## config.mk

```make
export PLATFORM = sky130hd
export DESIGN_NAME = servo_pulse_sequencer_with_park_core_flat
export DESIGN_NICKNAME = d
export VERILOG_FILES = /design/src/hw/rtl/spsp_pkg.sv /design/src/hw/rtl/spsp_if.sv /design/src/hw/rtl/spsp_park_lane.sv /design/src/hw/rtl/servo_pulse_sequencer_with_park_core.sv /design/src/flat_wrapper.sv
export SDC_FILE = /design/constraint.sdc
export NUM_CORES = 2
export LEC_CHECK = 0
export CORE_ASPECT_RATIO = 0.6
export CORE_MARGIN = 2
export CORE_UTILIZATION = 30
export CTS_CLUSTER_DIAMETER = 150
export DETAILED_ROUTE_END_ITERATION = 8
export DONT_BUFFER_PORTS = 1
export PLACE_DENSITY_LB_ADDON = 0.08
export SYNTH_ARGS = -nofsm -noshare
export SYNTH_HDL_FRONTEND = slang
export SYNTH_SLANG_ARGS = --single-unit
```

## constraint.sdc

```tcl
create_clock -name clk -period 13.65 [get_ports clk]
set_input_delay 0 -clock clk [delete_from_list [all_inputs] [get_ports clk]]
set_output_delay 0 -clock clk [all_outputs]
set_load 0.02 [all_outputs]
```

## src/hw/rtl/spsp_pkg.sv

```systemverilog
// Shared types and constants for the servo pulse sequencer with park.
`timescale 1ns / 1ps
`default_nettype none

package spsp_pkg;

  localparam int WIDTH_W   = 16;
  localparam int STEP_W    = 10;
  localparam int USED_W    = 17;
  localparam int OP_W      = 2;
  localparam int CHAN_W    = 3;
  localparam int LINES_W   = 5;
  localparam int PHASE_W   = 3;
  localparam int CFG_IDX_W = 3;
  localparam int SAFE_COUNT = 5;

  localparam logic [WIDTH_W-1:0] FRAME_TICKS_RESET = 16'd50000;
  localparam logic [STEP_W-1:0]  PARK_STEP_RESET   = 10'd10;
  localparam logic [WIDTH_W-1:0] SAFE_WIDTH_RESET  = 16'd3750;
  localparam logic [USED_W-1:0]  USED_MAX          = 17'h1FFFF;
  localparam logic [WIDTH_W-1:0] WIDTH_MAX         = 16'hFFFF;

  typedef enum logic [OP_W-1:0] {
    OP_TICK  = 2'd0,
    OP_WRITE = 2'd1,
    OP_PARK  = 2'd2
  } op_t;

  typedef logic [CFG_IDX_W-1:0] cfg_idx_t;
  localparam cfg_idx_t REG_FRAME_TICKS = 3'd0;
  localparam cfg_idx_t REG_PARK_STEP   = 3'd1;
  localparam cfg_idx_t REG_SAFE_0      = 3'd2;

  typedef logic [WIDTH_W-1:0] width_t;

  // status of one park lane toward the top level
  typedef struct packed {
    logic   at_target;
    width_t width_next;
  } park_lane_t;

endpackage

`default_nettype wire

```

## src/hw/rtl/spsp_if.sv

```systemverilog
// Valid/ready channel interfaces for items in and results out.
`timescale 1ns / 1ps
`default_nettype none

interface spsp_in_if import spsp_pkg::*; ();
  logic                valid;
  logic                ready;
  logic [OP_W-1:0]     op;
  logic [CHAN_W-1:0]   channel;
  logic [WIDTH_W-1:0]  width;

  modport source (output valid, op, channel, width, input ready);
  modport sink (input valid, op, channel, width, output ready);
endinterface

interface spsp_out_if import spsp_pkg::*; ();
  logic                valid;
  logic                ready;
  logic [LINES_W-1:0]  pulse_lines;
  logic [PHASE_W-1:0]  phase;
  logic [CHAN_W-1:0]   park_channel;
  logic                park_done;

  modport source (output valid, pulse_lines, phase, park_channel, park_done, input ready);
  modport sink (input valid, pulse_lines, phase, park_channel, park_done, output ready);
endinterface

`default_nettype wire

```

## src/hw/rtl/spsp_park_lane.sv

```systemverilog
// One channel's park ramp: next width toward safe plus step, and target check.
`timescale 1ns / 1ps
`default_nettype none

module spsp_park_lane import spsp_pkg::*; (
  input  wire width_t            width_cur,
  input  wire width_t            safe_width,
  input  wire logic [STEP_W-1:0] park_step,
  output park_lane_t             status
);

  logic [WIDTH_W:0] target_sum;
  width_t           target;
  width_t           step16;
  width_t           diff;

  assign target_sum = {1'b0, safe_width} + (WIDTH_W+1)'(park_step);
  assign target     = target_sum[WIDTH_W] ? WIDTH_MAX : target_sum[WIDTH_W-1:0];
  assign step16     = WIDTH_W'(park_step);

  always_comb begin
    status.at_target  = 1'b0;
    status.width_next = width_cur;
    diff              = '0;
    if (width_cur > target) begin
      diff = width_cur - target;
      status.width_next = (diff > step16) ? width_cur - step16 : target;
    end else if (width_cur < target) begin
      // width + step stays below target here, so no overflow
      diff = target - width_cur;
      status.width_next = (diff > step16) ? width_cur + step16 : target;
    end else begin
      status.at_target = 1'b1;
    end
  end

endmodule

`default_nettype wire

```

## src/hw/rtl/servo_pulse_sequencer_with_park_core.sv

```systemverilog
// Top level: frame sequencer, width registers, park control and result register.
// An accepted item's result beat is registered in the output register.
// One item per cycle unless stalled; the frame/park state updates in a single pass.
// The input is ready whenever the output register is empty or drained that cycle.
// Reset (rst, synchronous): config to defaults, widths to safe widths, phase 0,
// park index 0, output register empty.
`timescale 1ns / 1ps
`default_nettype none

module servo_pulse_sequencer_with_park_core import spsp_pkg::*; #(
  parameter int CHANNELS = 5
) (
  input  wire logic                 clk,
  input  wire logic                 rst,
  input  wire logic                 cfg_we,
  input  wire cfg_idx_t             cfg_index,
  input  wire logic [WIDTH_W-1:0]   cfg_data,
  spsp_in_if.sink                   items,
  spsp_out_if.source                results
);

  localparam int PW = $clog2(CHANNELS + 1);

  // configuration
  width_t            frame_ticks;
  logic [STEP_W-1:0] park_step;
  width_t            safe_width [SAFE_COUNT];

  // sequencer state
  width_t            tick_count;
  logic [PW-1:0]     frame_phase;
  width_t            active_length;
  logic [USED_W-1:0] used_in_frame;
  width_t            channel_widths [CHANNELS];
  logic [PW-1:0]     park_index;
  logic              park_finished;

  logic              accept;
  logic [PW-1:0]     phase_inc;
  width_t            dur;
  logic [WIDTH_W:0]  cnt;
  logic [USED_W:0]   used_sum;
  logic [USED_W-1:0] used_sat;
  width_t            gap_length;
  width_t            width_entry;
  logic [LINES_W-1:0] lines;
  park_lane_t        lane [CHANNELS];
  logic              park_active;
  logic              park_hit;
  logic [PW-1:0]     park_index_next;
  logic              park_finished_next;

  assign accept = items.valid && items.ready;
  assign items.ready = !results.valid || results.ready;

  // configuration writes
  always_ff @(posedge clk) begin
    if (rst) begin
      frame_ticks <= FRAME_TICKS_RESET;
      park_step   <= PARK_STEP_RESET;
      for (int k = 0; k < SAFE_COUNT; k++) safe_width[k] <= SAFE_WIDTH_RESET;
    end else if (cfg_we) begin
      if (cfg_index == REG_FRAME_TICKS) frame_ticks <= cfg_data;
      if (cfg_index == REG_PARK_STEP) park_step <= cfg_data[STEP_W-1:0];
      for (int k = 0; k < SAFE_COUNT; k++) begin
        if (cfg_index == REG_SAFE_0 + CFG_IDX_W'(k)) safe_width[k] <= cfg_data;
      end
    end
  end

  // park lanes, one per channel
  for (genvar k = 0; k < CHANNELS; k++) begin : g_lane
    width_t lane_safe;
    if (k < SAFE_COUNT) begin : g_safe
      assign lane_safe = safe_width[k];
    end else begin : g_nosafe
      assign lane_safe = '0;
    end
    spsp_park_lane u_lane (
      .width_cur  (channel_widths[k]),
      .safe_width (lane_safe),
      .park_step  (park_step),
      .status     (lane[k])
    );
  end

  // tick datapath
  assign phase_inc = frame_phase + PW'(1);
  assign dur       = (active_length != '0) ? active_length : WIDTH_W'(1);
  assign cnt       = {1'b0, tick_count} + (WIDTH_W+1)'(1);
  assign used_sum  = {1'b0, used_in_frame} + (USED_W+1)'(active_length);
  assign used_sat  = used_sum[USED_W] ? USED_MAX : used_sum[USED_W-1:0];

  always_comb begin
    if (used_sat >= USED_W'(frame_ticks)) gap_length = WIDTH_W'(1);
    else gap_length = frame_ticks - used_sat[WIDTH_W-1:0];
  end

  always_comb begin
    width_entry = channel_widths[0];
    for (int k = 0; k < CHANNELS; k++) begin
      if (int'(phase_inc) == k) width_entry = channel_widths[k];
    end
  end

  // park control
  always_comb begin
    park_hit = 1'b0;
    for (int k = 0; k < CHANNELS; k++) begin
      if (int'(park_index) == k && lane[k].at_target) park_hit = 1'b1;
    end
  end

  assign park_active = accept && (op_t'(items.op) == OP_PARK) && !park_finished &&
                       (int'(park_index) < CHANNELS);

  always_comb begin
    park_index_next    = park_index;
    park_finished_next = park_finished;
    if (park_active && park_hit) begin
      park_index_next = park_index + PW'(1);
      if (int'(park_index_next) >= CHANNELS) park_finished_next = 1'b1;
    end
  end

  // sequencer and width registers
  always_ff @(posedge clk) begin
    if (rst) begin
      tick_count    <= '0;
      frame_phase   <= '0;
      active_length <= SAFE_WIDTH_RESET;
      used_in_frame <= '0;
      park_index    <= '0;
      park_finished <= 1'b0;
      for (int k = 0; k < CHANNELS; k++) begin
        channel_widths[k] <= (k < SAFE_COUNT) ? SAFE_WIDTH_RESET : '0;
      end
    end else begin
      park_index    <= park_index_next;
      park_finished <= park_finished_next;
      if (accept) begin
        case (op_t'(items.op))
          OP_TICK: begin
            if (cnt < {1'b0, dur}) begin
              tick_count <= cnt[WIDTH_W-1:0];
            end else if (int'(frame_phase) < CHANNELS) begin
              tick_count    <= '0;
              used_in_frame <= used_sat;
              frame_phase   <= phase_inc;
              active_length <= (int'(phase_inc) < CHANNELS) ? width_entry : gap_length;
            end else begin
              tick_count    <= '0;
              used_in_frame <= '0;
              frame_phase   <= '0;
              active_length <= channel_widths[0];
            end
          end
          OP_WRITE: begin
            for (int k = 0; k < CHANNELS; k++) begin
              if (int'(items.channel) == k) channel_widths[k] <= items.width;
            end
          end
          OP_PARK: begin
            if (park_active && !park_hit) begin
              for (int k = 0; k < CHANNELS; k++) begin
                if (int'(park_index) == k) channel_widths[k] <= lane[k].width_next;
              end
            end
          end
          default: begin
          end
        endcase
      end
    end
  end

  // line view of the current phase
  always_comb begin
    lines = '0;
    for (int k = 0; k < LINES_W; k++) begin
      if (k < CHANNELS && int'(frame_phase) == k && active_length != '0) lines[k] = 1'b1;
    end
  end

  // result register
  always_ff @(posedge clk) begin
    if (rst) begin
      results.valid <= 1'b0;
    end else if (accept) begin
      results.valid <= 1'b1;
    end else if (results.ready) begin
      results.valid <= 1'b0;
    end
  end

  always_ff @(posedge clk) begin
    if (accept) begin
      results.pulse_lines  <= lines;
      results.phase        <= PHASE_W'(frame_phase);
      results.park_channel <= CHAN_W'(park_index_next);
      results.park_done    <= park_finished_next;
    end
  end

  // checks
  a_done_at_end: assert property (@(posedge clk) disable iff (rst)
    park_finished |-> (int'(park_index) == CHANNELS))
    else $error("park done without index at end");

  a_gap_nonzero: assert property (@(posedge clk) disable iff (rst)
    (int'(frame_phase) == CHANNELS) |-> (active_length != '0))
    else $error("gap phase with zero length");

  a_tick_in_phase: assert property (@(posedge clk) disable iff (rst)
    (tick_count < dur))
    else $error("tick count beyond phase length");

  a_ready_when_empty: assert property (@(posedge clk) disable iff (rst)
    !results.valid |-> items.ready)
    else $error("input stalled with empty result register");

endmodule

`default_nettype wire
```

## src/flat_wrapper.sv

```systemverilog
// flat-port wrapper written by rule: the top's interface ports become plain ports
module servo_pulse_sequencer_with_park_core_flat import spsp_pkg::*;
#(
  parameter int CHANNELS = 5
)
  (clk, rst, cfg_we, cfg_index, cfg_data, items_valid, items_op, items_channel, items_width, items_ready, results_valid, results_pulse_lines, results_phase, results_park_channel, results_park_done, results_ready);
  spsp_in_if items_i ();
  spsp_out_if results_i ();
  input  wire logic clk;
  input  wire logic rst;
  input  wire logic cfg_we;
  input  wire cfg_idx_t cfg_index;
  input  wire logic [WIDTH_W-1:0] cfg_data;
  input wire logic [$bits(items_i.valid)-1:0] items_valid;
  input wire logic [$bits(items_i.op)-1:0] items_op;
  input wire logic [$bits(items_i.channel)-1:0] items_channel;
  input wire logic [$bits(items_i.width)-1:0] items_width;
  output wire logic [$bits(items_i.ready)-1:0] items_ready;
  output wire logic [$bits(results_i.valid)-1:0] results_valid;
  output wire logic [$bits(results_i.pulse_lines)-1:0] results_pulse_lines;
  output wire logic [$bits(results_i.phase)-1:0] results_phase;
  output wire logic [$bits(results_i.park_channel)-1:0] results_park_channel;
  output wire logic [$bits(results_i.park_done)-1:0] results_park_done;
  input wire logic [$bits(results_i.ready)-1:0] results_ready;
  assign items_i.valid = items_valid;
  assign items_i.op = items_op;
  assign items_i.channel = items_channel;
  assign items_i.width = items_width;
  assign items_ready = items_i.ready;
  assign results_valid = results_i.valid;
  assign results_pulse_lines = results_i.pulse_lines;
  assign results_phase = results_i.phase;
  assign results_park_channel = results_i.park_channel;
  assign results_park_done = results_i.park_done;
  assign results_i.ready = results_ready;
  servo_pulse_sequencer_with_park_core #(.CHANNELS(CHANNELS)) u_core (.clk(clk), .rst(rst), .cfg_we(cfg_we), .cfg_index(cfg_index), .cfg_data(cfg_data), .items(items_i), .results(results_i));
endmodule
```

==> summary by stage <==
Power and ir drop
The clock network power share is 27.9%. Per report_power, the combinational group accounts for 45.9% of the total. VDD sags by at most just over 0.1 mV. The net switching power of the design is 1.48 mW. Sequential cells account for a little over a quarter of the total power. The leakage power total is 14.9 nW. The cell-internal power is ~2 mW. For this design the ratio of total power to cell area is around 96 nW/um2. The switching power as a share of total power is between 40% and 50%.

Critical path
STA puts the critical path data required time at ~14 ns. The largest individual stage delay along the critical path comes from the cell dfxtp_1. The nature of the critical path endpoint is a flop. The startpoint of the worst-slack reg-to-reg timing path is u_core.park_step[3]. The worst reg2reg path depth is 30. The most prevalent standard cell on the critical path is o21ai_0. For this run, the slowest stage of the critical path takes 0.95 ns. The endpoint of the most critical register-to-register path is u_core.channel_widths[0][9]. The worst endpoint data arrival time is ~9.4 ns. STA classifies the critical path startpoint as a flop. The worst-path maximum fanout is 16.

The type of the setup path with the least slack is flop to flop. The setup slack on the worst flop-to-flop path is between 4 and 5 ns.

Drt
The detailed router placed about 33000 vias in this run. The number of DRC violations after detailed routing is 0. In this run the remaining antenna-violating nets after routing total 0. Summed over all layers, the routed wires come to 152 mm. In this run, the number of DRC markers left after iteration 0 of detailed routing was 3589.

The first detailed-routing pass ran for 8 iterations. The routed length per placed instance is between 20 and 30 um. The average via count per standard cell is 5.79.

Synthesis
The mapped cell area is 33100 um2. In the synthesized netlist the dominant register cell turns out to be edfxtp_1. The most area-hungry cell type in the Yosys netlist is ha_1. Yosys attributes the largest share of cell area to ha_1 (18%), edfxtp_1 (16%), a21oi_1 (5.3%). The synthesized instance count is about 4200. When the netlist entered floorplanning its net count stood at roughly 4700. The register bit total from synthesis is roughly 260.

The count of yosys warnings during synthesis is 0. The count of unique library cells instantiated by Yosys is 101. The area share of the largest cell type after synthesis is 17.9%.

The share of the Yosys chip area taken by registers is around a fifth. In this run the mean area of a mapped cell was about 7.9 um2. In the synthesized netlist the async set-or-reset flop fraction comes to 0%.

The number of synthesized flops with an enable pin is approximately 170.

Min path
The number of cells traversed by the worst hold path is 4. The worst hold path begins at items_channel[2]. The destination of the worst hold path is u_core.channel_widths[0][59].

The path class of the tightest hold or removal check is input pin to flop.

Outcome
The flow ran to the end, and the final reports show no timing, DRC or antenna violations.

Timing
For the pin with the worst max-slew slack, the measured transition is between 1 and 1.5 ns. The final period demand of the worst path is between 9 and 10 ns. For the final routed database, the setup TNS stands at 0 ns. Setup repair after global routing left no endpoint under its margin. Timing would allow up to between 100 and 150 MHz. The max-slew violation count is 0. In the finished design, the share of the clock period the worst path needs comes to 66.6%. Setup violations remaining at the end of the flow were counted as 0.

The number of hold violations in the final report came to 0. The final setup skew is approximately 0.046 ns. The post-route worst setup slack is 4.56 ns.

In this run the tightest slew margin relative to its limit is around 13%.

Floorplanning
The die area is approximately 110000 um2. The core region is roughly 110000 um2. For this design the top-level I/O count stands at just under 60. Measured along the y axis, the die boundary spans 261 um. The floorplan step set the die width to between 400 and 500 um. The initial core utilization is between 30% and 40%. The row count is between 90 and 100.

Placed design
The total half-perimeter wirelength after legalization and detailed placement is ~120 mm. Prior to clock tree synthesis, the placed netlist has a worst setup slack of about 5 ns. The final weighted congestion of routability-driven global placement is about 0.9. The number of buffers added on ports is 0.

CTS
Clock-pin slew was measured on the worst setup and hold paths at around 0.09 ns. The clock tree root buffer cell is clkbuf_16. TritonCTS built the clock tree. The TritonCTS buffer count is 30. At the later pin of the worst-skew pair, clock insertion delay measures approximately 0.66 ns. The number of setup buffers added after CTS is 0. The clock net in this run drives a total of 255 sinks. Counting along the longest clock path gives a buffer depth of 3. The number of H-tree branching levels is 1.

Global route
The first global-routing pass estimated approximately 220 mm of wire. Entering global routing, the biggest net connects 67 pins. The via count of the first global-routing pass is 28900. The global-route total usage across every layer is about a quarter.

The number of antenna violations at the first check in global routing is 23. The total grt overflow is 0.

Finish
For this run, the post-layout net count is 4700. The area added between synthesis and finish is 9.65%. Counting the fill cells in the layout gives about 12000. The post-route netlist has 4.98% of its cells at a drive strength greater than 1.

Job
The count of max-cap constraint violations is 0.
critical path: cells and delay by family (launching register included):
family,cells,cell delay (ns)
compound gates,14,2.99
mux,1,0.15
flops,1,0.95
simple gates,8,2.69
fa+ha+maj,4,1.36
buf+inv,2,0.33
xor+xnor,1,0.31
power groups by stage:
stage / registers (mW) / clock network, mW / logic [mW]
after global routing: 0.917 / 1.01 / 1.76
after detailed placement: 0.929 / 0 / 1.54
after global placement: 0.930 / 0 / 1.56
final: 0.914 / 0.974 / 1.60
after CTS: 0.912 / 0.983 / 1.57
after floorplan: 0.904 / 0 / 1.13
through the flow:
stage / hold slack [ns] / std cells / area, um2 / utilization [%] / total power, mW
2_1_floorplan: 0.129 / 4192 / 33100 / - / 2.03
3_3_place_gp: 0.0758 / 5510 / 34600 / 31.6 / 2.49
3_5_place_dp: 0.0786 / 5510 / 34600 / 31.6 / 2.47
4_1_cts: 0.00362 / 5617 / 36200 / 33.1 / 3.46
5_1_grt: 0.0271 / 5620 / 36200 / 33.1 / 3.69
6_report: 0.0211 / 5625 / 36200 / 33.1 / 3.49
placed cells by master (no fill, tap or decap), types with 37 or more instances in the layout:
cell / instances
xor2_1: 77
inv_1: 335
a31oi_1: 39
o22ai_1: 41
a21o_1: 82
nand4_1: 43
nor2b_1: 67
xnor2_1: 171
a211oi_1: 66
o21bai_1: 39
nor3_1: 119
o21ai_0: 273
nand2b_1: 54
dfxtp_1: 81
nand2_1: 302
and2_1: 37
buf_4: 59
and3_1: 52
dlygate4sd3_1: 51
a21oi_1: 349
o21a_1: 75
nand3_1: 148
edfxtp_1: 172
nor2_1: 324
ha_1: 474
synth_stat cells (54+ instances only):
cell	number
edfxtp_1	172
a211oi_1	67
a21o_1	82
a21oi_1	349
xor2_1	77
nand3_1	148
nand2_1	303
nand2b_1	54
o21a_1	75
nor2_1	326
nor2b_1	68
clkbuf_1	118
inv_1	336
nor3_1	120
ha_1	474
o21ai_0	276
xnor2_1	171
dfxtp_1	83
how the worst max path moves through the flow:
stage | startpoint | to | slack, ns | cells past startpoint
floorplan | u_core.park_step[1] | u_core.channel_widths[0][53] | 6.39 | 26
global placement | u_core.park_step[2] | u_core.channel_widths[0][9] | 4.99 | 29
detailed placement | u_core.park_step[2] | u_core.channel_widths[0][9] | 5.03 | 29
CTS | u_core.park_step[0] | u_core.channel_widths[0][38] | 4.93 | 26
global route | u_core.park_step[0] | u_core.channel_widths[0][38] | 4.19 | 28
finish | u_core.park_step[3] | u_core.channel_widths[0][9] | 4.56 | 30
per-layer routing:
layer | track usage, % | vias up | share of wire (%)
met5 | 0 | - | 0.026
met4 | 3.04 | 6 | 1.1
met3 | 5.22 | 101 | 10
met2 | 33.7 | 1288 | 37
met1 | 43.6 | 15900 | 52
li1 | - | 15300 | -
kinds of logic after synthesis:
kind of cell | Yosys count | synth area share (%)
buf+inv | 517 | 6.19
fa+ha+maj | 501 | 19.6
xor+xnor | 248 | 6.57
mux | 36 | 1.14
compound gates | 1311 | 26.1
simple gates | 1324 | 19.8
flops | 255 | 20.7
state kept, by name, indices dropped and copies added, names as in the netlist, 3 cells and up:
register and flops:
u_core.channel_widths 80, u_core.safe_width 80, u_core.used_in_frame 17, u_core.active_length 16, u_core.frame_ticks 16, u_core.tick_count 16
u_core.park_step 10, u_core.results.pulse_lines 5, u_core.frame_phase 3, u_core.park_index 3, u_core.results.park_channel 3, u_core.results.phase 3
timing repair:
item                                   CTS  global route
endpoints found under the hold margin  291             0
hold buffers                            52             0
setup endpoints to repair                0             0
gates resized for setup                  0             0
layout make-up:
type	count	area, um2	share of cell area [%]
clock buffer	31	776	2.14
tap	1440	1800	4.97
inverter	336	1260	3.48
sequential	255	6830	18.8
multi-input combinational	3420	24200	66.9
timing repair buffer	111	981	2.71
antenna	8	20.0	0.0552
clock inverter	24	329	0.908
No activity file was read; power rests on OpenSTA's default activity.
